[config.mk]
export PLATFORM = sky130hd
export DESIGN_NAME = plf_queue
export DESIGN_NICKNAME = d
export VERILOG_FILES = /design/src/hdl/plf_pkg.sv /design/src/hdl/plf_queue.sv
export SDC_FILE = /design/constraint.sdc
export NUM_CORES = 1
export LEC_CHECK = 0
export ABC_AREA = 1
export BUFFER_PORTS_ARGS = -buffer_cell sky130_fd_sc_hd__buf_2
export CAP_MARGIN = 10
export CORE_UTILIZATION = 29
export DETAILED_ROUTE_END_ITERATION = 12
export GPL_ROUTABILITY_DRIVEN = 1
export GPL_TIMING_DRIVEN = 0
export PLACE_DENSITY_LB_ADDON = 0.1
export SYNTH_ARGS = -nofsm -noshare
export SYNTH_HDL_FRONTEND = slang
export SYNTH_SLANG_ARGS = --single-unit
[constraint.sdc]
create_clock -name clk -period 1.5 [get_ports clk]
set_input_delay 0.225 -clock clk [delete_from_list [all_inputs] [get_ports clk]]
set_output_delay 0.225 -clock clk [all_outputs]
set_load 0.01 [all_outputs]
[src/hdl/plf_pkg.sv]
// shared constants and types for the point to line distance block
package plf_pkg;

	localparam int QUEUE_DEPTH = 4;

	typedef struct packed {
		logic full;
		logic empty;
	} plf_qstat_t;

endpackage

[src/hdl/plf_queue.sv]
// short queue between front and back ends
module plf_queue import plf_pkg::*; #(
	parameter int WIDTH = 8
) (
	input  logic clk,
	input  logic arst_n,
	input  logic push,
	input  logic [WIDTH-1:0] push_data,
	input  logic pop,
	output logic [WIDTH-1:0] pop_data,
	output plf_qstat_t stat
);
	localparam int PTR_W = $clog2(QUEUE_DEPTH);
	localparam int CNT_W = $clog2(QUEUE_DEPTH + 1);

	logic [WIDTH-1:0] slot_q [QUEUE_DEPTH];
	logic [PTR_W-1:0] wr_ptr_q, rd_ptr_q;
	logic [CNT_W-1:0] count_q;

	assign stat.full = (count_q == CNT_W'(QUEUE_DEPTH));
	assign stat.empty = (count_q == '0);
	assign pop_data = slot_q[rd_ptr_q];

	always_ff @(posedge clk or negedge arst_n) begin
		if (!arst_n) begin
			wr_ptr_q <= '0;
			rd_ptr_q <= '0;
			count_q <= '0;
		end else begin
			if (push) wr_ptr_q <= wr_ptr_q + 1'b1;
			if (pop) rd_ptr_q <= rd_ptr_q + 1'b1;
			case ({push, pop})
				2'b10: count_q <= count_q + 1'b1;
				2'b01: count_q <= count_q - 1'b1;
				default: count_q <= count_q;
			endcase
		end
	end

	always_ff @(posedge clk) begin
		if (push) slot_q[wr_ptr_q] <= push_data;
	end

endmodule

==> impl_metrics.csv, run 1 <==
group,metric,value,unit
sta,hold_viol,0,
grt,track_usage,12.2,%
cells_and_area,final_cell_mix,"nand2_1, edfxtp_1, inv_1",
clocking,clk_pin_slew,80,ps
cells_and_area,layout.nets,190,
setup_path,worstSetupPathType,"reg2out",
clocking,clock_sinks,39,
synth,syn_avg_cell_area,12.0,um^2
placement,dp.cells,234,
setup_path,crit_arrival,1330,ps
status,violations,"setup timing",
setup_path,crit_path_end_kind,"output port",
sta,post-route-min-period,1560,ps
cells_and_area,stdcell_count,245,
sta,fin_crit_sh,104,%
hold_path,hold_class,"in2reg",
synth,syn_nets,160,
cells_and_area,syn2layout_area_growth,20.6,%
setup_path,r2r_cells,4,
sta,holdWs,148,ps
drt,drt-total-wl,3.21,mm
hold_path,whs_endpoint,"slot_q[1][4]",
pwr,p_sw,1350,uW
clocking,root_buffer,"clkbuf_8",
placement,routabilityCongestion,0.669,
clocking,insertion_delay,290,ps
die,row_count,27,
synth,seq_area_frac_synth,66.5,%
hold_path,hold_start,"push_data[4]",
grt,grt_max_degree,13,
pwr,power.density,1920,nW/um^2
hold_path,hold_depth,1,
pwr,power_frac_comb,37.8,%
setup_path,regToRegEndpoint,"slot_q[1][3]",
pwr,clock_power_share,22.7,%
drt,route.detailed.wl_per_inst,13.1,um
synth,synthCells,142,
clocking,clk_path_buf_depth,2,
setup_path,start_kind,"flop",
job,cap_violations,0,
setup_path,crit_chain,"buf_6 -> buf_8 -> o211ai_1 -> nand2_1 -> buf_2",
synth,yosys.cell_types.count,17,
die,core_area,5610,um^2
pwr,peakVddDrop,623,uV
placement,port_buffers,20,
setup_path,reg2reg_slack,160,ps
setup_path,path_max_fanout,10,
drt,num_vias,1047,
die,io_pins,22,
sta,maxSlewViolCount,0,
sta,setup_slack,-57.4,ps
synth,yosys_warnings,0,
setup_path,slowest_stage,"dfrtp_1",
grt,grt_remaining_overflow,0,
cells_and_area,layout-drive-gt1-share,22.5,%
placement,hpwl,2.13,mm
clocking,h-tree-depth,2,
setup_path,critical_path_required,1270,ps
cells_and_area,fin_util,36.8,%
die,die_w,78.8,um
synth,synth_area,1710,um^2
sta,rsz0062_at_grt,"true",
grt,gr-max-usage-layer,"met2",
drt,routed_via_density,4.27,
cells_and_area,fillerInstances,585,
sta,relSlewSlack,73.6,%
die,dieHeight,78.8,um
pwr,cellLeakagePower,0.000908,uW
drt,drt-initial-drc-count,36,
die,initial_core_util,30.5,%
sta,worstMarginPinSlew,396,ps
die,die_area,6200,um^2
pwr,internal_power,2610,uW
setup_path,reg2reg_from,"wr_ptr_q[1]",
pwr,swShare,34.0,%
sta,max_freq,642,MHz
clocking,cts_made_buffers,5,
grt,use_met1,15.3,%
cells_and_area,final_common_cell,"nand2_1",
drt,firstDrtPassIters,4,
grt,grt_use_met2,18.7,%
status,status,"finished, violations left",
drt,drc,0,
sta,skew,6.34,ps
grt,grt_use_met3,4.25,%
sta,setup-violations-final,8,
pwr,power_frac_seq,39.5,%
setup_path,max_stage_delay,380,ps
grt,grt_pass1_wl,5.33,mm
drt,antenna_violating_nets_post_route,0,
cells_and_area,num_antenna_cells,0,
grt,grt_pass1_vias,1042,
clocking,cts_tree,"yes",
grt,antenna_found_initial,0,
synth,synth-seq-cells,39,
## critical path, delay by kind of cell (launching register included)
family | cells | cell delay, ps
flops | 1 | 380
compound gates | 1 | 160
simple gates | 1 | 90
buf+inv | 3 | 430
## logic make-up (layout without fill, tap and decap cells)
family                   count (synthesis)  in the layout  synth area share, %
flip-flops                              39             39                 66.5
AND/OR/NAND/NOR                         39             39                 8.93
buffers and inverters                   36             67                 9.81
AO/OA/AOI/OAI                           18             18                 7.91
adder cells (fa/ha/maj)                  6              6                 4.83
XOR/XNOR                                 4              4                 2.05
## per-stage QoR
| stage | area (um^2) | TNS, ps | worst slack [ps] | power (uW) |
|---|---|---|---|---|
| detailed placement | 1900 | 0 | 44.9 | 3030 |
| floorplan | 1710 | 0 | 150 | 2520 |
| CTS | 2060 | -471 | -82.1 | 4030 |
| global route | 2060 | -911 | -150 | 4270 |
| finish | 2060 | -292 | -57.4 | 3960 |
| global placement | 1900 | 0 | 84.7 | 2990 |
## synth_stat cells, drive strengths merged
library cell   n  share of area (%)
o21ai          2               0.59
o211ai        16                7.3
xnor2          1               0.51
nor3           2               0.59
fa             1                1.2
nand4          1               0.37
nand3          1               0.29
xor2           3                1.5
buf            6                3.2
dfrtp          7                 10
edfxtp        32                 56
inv           30                6.6
nand2         35                7.7
ha             5                3.7
## final cells by class
cell class | count | area (um^2) | area share, %
plain buffers | 6 | 68.8 | 3.34
clock buffers | 6 | 82.6 | 4.00
clock inverters | 2 | 35.0 | 1.70
inverters | 30 | 119 | 5.76
multi-input cells | 67 | 405 | 19.7
flip-flops and latches | 39 | 1140 | 55.1
well taps | 72 | 90.1 | 4.37
repair buffers | 23 | 125 | 6.07
## how the worst max path moves through the flow
stage | start | end | depth (start not counted)
after floorplan | push | count_q[2] | 9
after global placement | push | count_q[2] | 9
after global routing | rd_ptr_q[0] | pop_data[7] | 5
after detailed placement | push | count_q[2] | 9
after CTS | rd_ptr_q[0] | pop_data[2] | 5
final | rd_ptr_q[0] | pop_data[6] | 5
## state kept, by name, summed over array words and instances, names as in the netlist
register,cells
rd_ptr_q,2
slot_q,32
count_q,3
wr_ptr_q,2
## per-layer routing
layer / wire (um) / vias up
met2: 1570 / 21
met4: 65 / 0
met5: 0 / -
li1: - / 528
met3: 134 / 5
met1: 1450 / 493
## power groups by stage
| stage | logic, uW | registers, uW | clock network, uW |
|---|---|---|---|
| 2_1_floorplan | 967 | 1560 | 0 |
| 3_3_place_gp | 1410 | 1580 | 0 |
| 3_5_place_dp | 1450 | 1590 | 0 |
| 4_1_cts | 1540 | 1570 | 931 |
| 5_1_grt | 1710 | 1590 | 969 |
| 6_report | 1500 | 1560 | 897 |
## repair_timing
action | CTS | global route
endpoints found under the setup margin | 8 | 16
setup buffers | 2 | 0
pin swaps | 16 | 3
resized for setup | 4 | 2
hold buffers | 1 | 0
endpoints found under the hold margin | 7 | 0
(Power assumes the default switching activity.)
==> inputs of run 2 (changes only) <==
- clock period: 1.5 -> 1.29 ns (I/O delays scaled with it)
==> impl_metrics.csv, run 2 (synthesized netlist as in run 1, its figures left out) <==
group,metric,value,unit
setup_path,crit_path_end_kind,"output port",
status,status,"finished, violations left",
sta,rsz0062_at_grt,"true",
clocking,cts_tree,"yes",
die,row_count,27,
die,die_w,78.8,um
sta,worstMarginPinSlew,252,ps
sta,fin_crit_sh,119,%
die,io_pins,22,
cells_and_area,syn2layout_area_growth,31.8,%
sta,post-route-min-period,1540,ps
grt,grt_max_degree,15,
status,violations,"setup timing",
sta,relSlewSlack,83.2,%
die,dieHeight,78.8,um
setup_path,critical_path_required,1100,ps
pwr,power.density,2240,nW/um^2
setup_path,slowest_stage,"dfrtp_1",
sta,holdWs,106,ps
grt,antenna_found_initial,0,
sta,maxSlewViolCount,0,
die,initial_core_util,30.5,%
grt,grt_pass1_vias,1076,
placement,hpwl,2.20,mm
setup_path,start_kind,"flop",
clocking,insertion_delay,290,ps
placement,routabilityCongestion,0.752,
drt,drt-total-wl,3.68,mm
pwr,peakVddDrop,802,uV
drt,num_vias,1125,
die,die_area,6200,um^2
sta,setup_slack,-248,ps
grt,grt_remaining_overflow,0,
sta,setup-violations-final,16,
setup_path,max_stage_delay,380,ps
setup_path,worstSetupPathType,"reg2out",
cells_and_area,layout.nets,197,
cells_and_area,largest_register_ff_count,32,
drt,antenna_violating_nets_post_route,0,
sta,skew,5.63,ps
cells_and_area,num_antenna_cells,0,
clocking,clk_pin_slew,80,ps
cells_and_area,final_common_cell,"edfxtp_1",
sta,hold_viol,0,
cells_and_area,register_area,1140,um^2
clocking,clk_path_buf_depth,2,
cells_and_area,fillerInstances,583,
clocking,root_buffer,"clkbuf_8",
grt,track_usage,12.4,%
setup_path,path_max_fanout,7,
drt,drc,0,
clocking,h-tree-depth,2,
sta,fin_setup_tns,-1930,ps
cells_and_area,final_cell_mix,"edfxtp_1, nand2_1, inv_1, buf_2, o211ai_1",
cells_and_area,reg_top3,"slot_q (32), count_q (3)",
clocking,clock_sinks,39,
setup_path,cpLargestDelayFamily,"buffers and inverters",
cells_and_area,top_register,"slot_q",
pwr,finalPower,5060,uW
sta,max_freq,650,MHz
clocking,cts_made_buffers,5,
drt,drt-initial-drc-count,51,
placement,port_buffers,20,
cells_and_area,multi_input_area,510,um^2
cells_and_area,layout-drive-gt1-share,40.6,%
drt,firstDrtPassIters,4,
die,core_area,5610,um^2
setup_path,crit_arrival,1340,ps
setup_path,crit_chain,"buf_6 -> buf_8 -> o211ai_1 -> nand2_1 -> buf_2",
setup_path,path_buf_inv,3,
job,cap_violations,0,
drt,route.detailed.wl_per_inst,14.6,um
drt,routed_via_density,4.46,
grt,grt_pass1_wl,5.42,mm
hold_path,hold_class,"in2reg",
pwr,cellLeakagePower,0.000934,uW
## run 2: cell count changes in the layout (fill, tap and decap cells not counted), moves of 3 or more
cell | previous run | this run
dfrtp_2 | 0 | 4
buf_4 | 2 | 8
nand2_1 | 35 | 28
dfrtp_1 | 7 | 3
clkinvlp_4 | 1 | 6
nand2_4 | 0 | 4
inv_1 | 28 | 20
ha_4 | 0 | 4
nand2_2 | 0 | 3
inv_2 | 0 | 3
ha_1 | 5 | 1
## run 2: final timing paths
kind	from	endpoint	slack, ps	cells after the start
min in group asynchronous	arst_n	rd_ptr_q[0]	260	2
max reg2reg	wr_ptr_q[1]	slot_q[0][3]	-10	4
min	push_data[2]	slot_q[1][2]	110	1
max	rd_ptr_q[0]	pop_data[7]	-250	5
min reg2reg	count_q[1]	count_q[1]	570	2
max in group asynchronous	arst_n	count_q[0]	850	2
## run 2: layout make-up
| type | instances | share of cell area [%] |
|---|---|---|
| Sequential cell | 39 | 50.6 |
| Timing Repair Buffer | 30 | 9.44 |
| Tap cell | 72 | 4.00 |
| Inverter | 30 | 6.00 |
| Clock buffer | 5 | 3.05 |
| Multi-Input combinational cell | 67 | 22.7 |
| Buffer | 6 | 3.16 |
| Clock inverter | 3 | 1.05 |
## run 2: power by group
part | switching (uW) | internal (uW) | leakage, uW
clock network | 467 | 387 | 0.0000408
registers | 196 | 1700 | 0.000373
logic | 1230 | 1080 | 0.000520
## run 2: repair_timing
| item | 4_1_cts | 5_1_grt |
|---|---|---|
| buffers inserted | 3 | 4 |
| endpoints found under the setup margin | 40 | 43 |
| hold buffers | 1 | 0 |
| endpoints found under the hold margin | 7 | 0 |
| cloned | 0 | 2 |
| resized for setup | 26 | 17 |
| pin swaps | 12 | 11 |
## run 2: metrics by stage
| stage | setup slack [ps] | util (%) | instance area, um^2 | instances |
|---|---|---|---|---|
| after floorplan | -8.09 | - | 1710 | 142 |
| after global placement | -89.9 | 33.9 | 1900 | 234 |
| after detailed placement | -120 | 33.9 | 1900 | 234 |
| after CTS | -269 | 37.9 | 2120 | 246 |
| after global routing | -304 | 40.2 | 2250 | 252 |
| final | -248 | 40.2 | 2250 | 252 |
## run 2: metal layers
layer | routed length, um | track usage [%] | part of all wire, %
met5 | 0 | 0 | 0
met4 | 67 | 6.48 | 1.8
met3 | 114 | 2.64 | 3.1
met2 | 1790 | 20.6 | 49
met1 | 1710 | 15.0 | 47
==> inputs of run 3 (changes only) <==
- PLACE_DENSITY_LB_ADDON: 0.1 -> not set
==> impl_metrics.csv, run 3 (synthesized netlist as in run 1, its figures left out) <==
group,metric,value,unit
status,status,"finished, violations left",
status,violations,"setup timing",
cells_and_area,stdcell_count,245,
setup_path,crit_path_end_kind,"output port",
cells_and_area,num_antenna_cells,0,
setup_path,path_max_fanout,10,
clocking,clk_path_buf_depth,2,
cells_and_area,largest_register_ff_count,32,
drt,route.detailed.wl_per_inst,12.3,um
drt,drt-initial-drc-count,58,
die,core_area,5610,um^2
sta,setup-violations-final,8,
hold_path,hold_class,"in2reg",
setup_path,worstSetupPathType,"reg2out",
placement,hpwl,2.00,mm
drt,drc,0,
sta,fin_crit_sh,118,%
clocking,h-tree-depth,2,
cells_and_area,syn2layout_area_growth,20.9,%
die,die_area,6200,um^2
cells_and_area,top_register,"slot_q",
grt,antenna_found_initial,0,
pwr,internal_power,2820,uW
die,row_count,27,
sta,max_freq,659,MHz
pwr,power.density,2140,nW/um^2
sta,hold_viol,0,
cells_and_area,final_cell_mix,"edfxtp_1, nand2_1, buf_2, inv_1, o211ai_1",
cells_and_area,fillerInstances,576,
placement,port_buffers,20,
clocking,cts_made_buffers,5,
die,dieHeight,78.8,um
sta,setup_slack,-228,ps
grt,grt_pass1_vias,1040,
sta,skew,6.19,ps
clocking,clock_sinks,39,
die,initial_core_util,30.5,%
clocking,clk_pin_slew,70,ps
die,io_pins,22,
pwr,power_frac_seq,41.8,%
drt,routed_via_density,4.24,
grt,grt_max_degree,13,
drt,drt-total-wl,3.00,mm
pwr,clock_power_share,17.9,%
sta,worstMarginPinSlew,382,ps
placement,routabilityCongestion,0.765,
sta,post-route-min-period,1520,ps
drt,antenna_violating_nets_post_route,0,
cells_and_area,layout.nets,190,
drt,num_vias,1039,
setup_path,crit_arrival,1320,ps
placement,dp.cells,234,
die,die_w,78.8,um
setup_path,start_kind,"flop",
placement,place_area,1900,um^2
sta,rsz0062_at_grt,"true",
cells_and_area,reg_top3,"slot_q (32), count_q (3)",
pwr,peakVddDrop,667,uV
drt,firstDrtPassIters,4,
grt,grt_pass1_wl,5.13,mm
cells_and_area,stdcell_area,2070,um^2
job,cap_violations,0,
sta,relSlewSlack,74.5,%
pwr,power_frac_comb,40.3,%
pwr,swShare,36.2,%
clocking,root_buffer,"clkbuf_8",
clocking,cts_tree,"yes",
pwr,cellLeakagePower,0.000863,uW
clocking,insertion_delay,290,ps
setup_path,critical_path_required,1100,ps
cells_and_area,fin_util,36.8,%
cells_and_area,layout-drive-gt1-share,32.4,%
cells_and_area,final_common_cell,"edfxtp_1",
grt,track_usage,11.5,%
pwr,p_sw,1600,uW
grt,grt_remaining_overflow,0,
sta,maxSlewViolCount,0,
run 3: cell count changes in the layout (fill, tap and decap cells not counted), sizes merged:
cell / previous run / this run
buf: 32 / 28
clkbuf: 8 / 6
clkinvlp: 6 / 4
clkinv: 0 / 1
run 3: path summary, 6_finish.rpt:
path / start / to / slack [ps] / cells past startpoint
max in group asynchronous: arst_n / wr_ptr_q[0] / 860 / 2
min in group asynchronous: arst_n / count_q[0] / 260 / 2
hold / removal: push_data[5] / slot_q[0][5] / 120 / 1
setup reg to reg: wr_ptr_q[0] / slot_q[3][4] / 70 / 3
setup / recovery: rd_ptr_q[0] / pop_data[2] / -230 / 5
hold reg to reg: count_q[2] / count_q[2] / 540 / 2
run 3: through the flow:
step	hold slack, ps	power (uW)	setup TNS (ps)	worst slack (ps)
after floorplan	-102	2940	-8.09	-8.09
after global placement	34.8	3440	-617	-65.1
after detailed placement	34.0	3490	-1290	-117
after CTS	113	4400	-1900	-247
after global routing	106	4790	-2470	-319
final	117	4420	-1720	-228
run 3: power groups by stage:
stage | logic, uW | clock network (uW) | registers (uW)
2_1_floorplan | 1130 | 0 | 1810
3_3_place_gp | 1610 | 0 | 1830
3_5_place_dp | 1650 | 0 | 1840
4_1_cts | 1770 | 811 | 1810
5_1_grt | 2030 | 884 | 1880
6_report | 1780 | 791 | 1850
run 3: what timing repair did:
action,in CTS,in global routing
hold buffers,1,0
resized for setup,8,14
pin swaps,13,3
buffers inserted,2,0
endpoints found under the setup margin,32,44
endpoints found under the hold margin,7,0
run 3: area by class of cell:
cell class | instances | area [um^2] | share of cell area (%)
sequential | 39 | 1140 | 55.2
inverter | 30 | 126 | 6.12
tap | 72 | 90.1 | 4.36
clock buffer | 6 | 72.6 | 3.51
clock inverter | 2 | 12.5 | 0.606
multi-input combinational | 67 | 433 | 21.0
timing repair buffer | 23 | 125 | 6.06
buffer | 6 | 66.3 | 3.21
run 3: metal layers:
metal	global-route usage, %	routed length, um	up-vias
li1	-	-	525
met1	14.0	1360	494
met2	18.3	1500	18
met3	3.45	110	2
met4	6.11	40	0
met5	0	0	-
run 3: critical path: stages (launching register included):
cell and delay (ps):
dfrtp_1 380, buf_6 140, buf_8 130, o211ai_1 180, nand2_1 70, buf_2 140
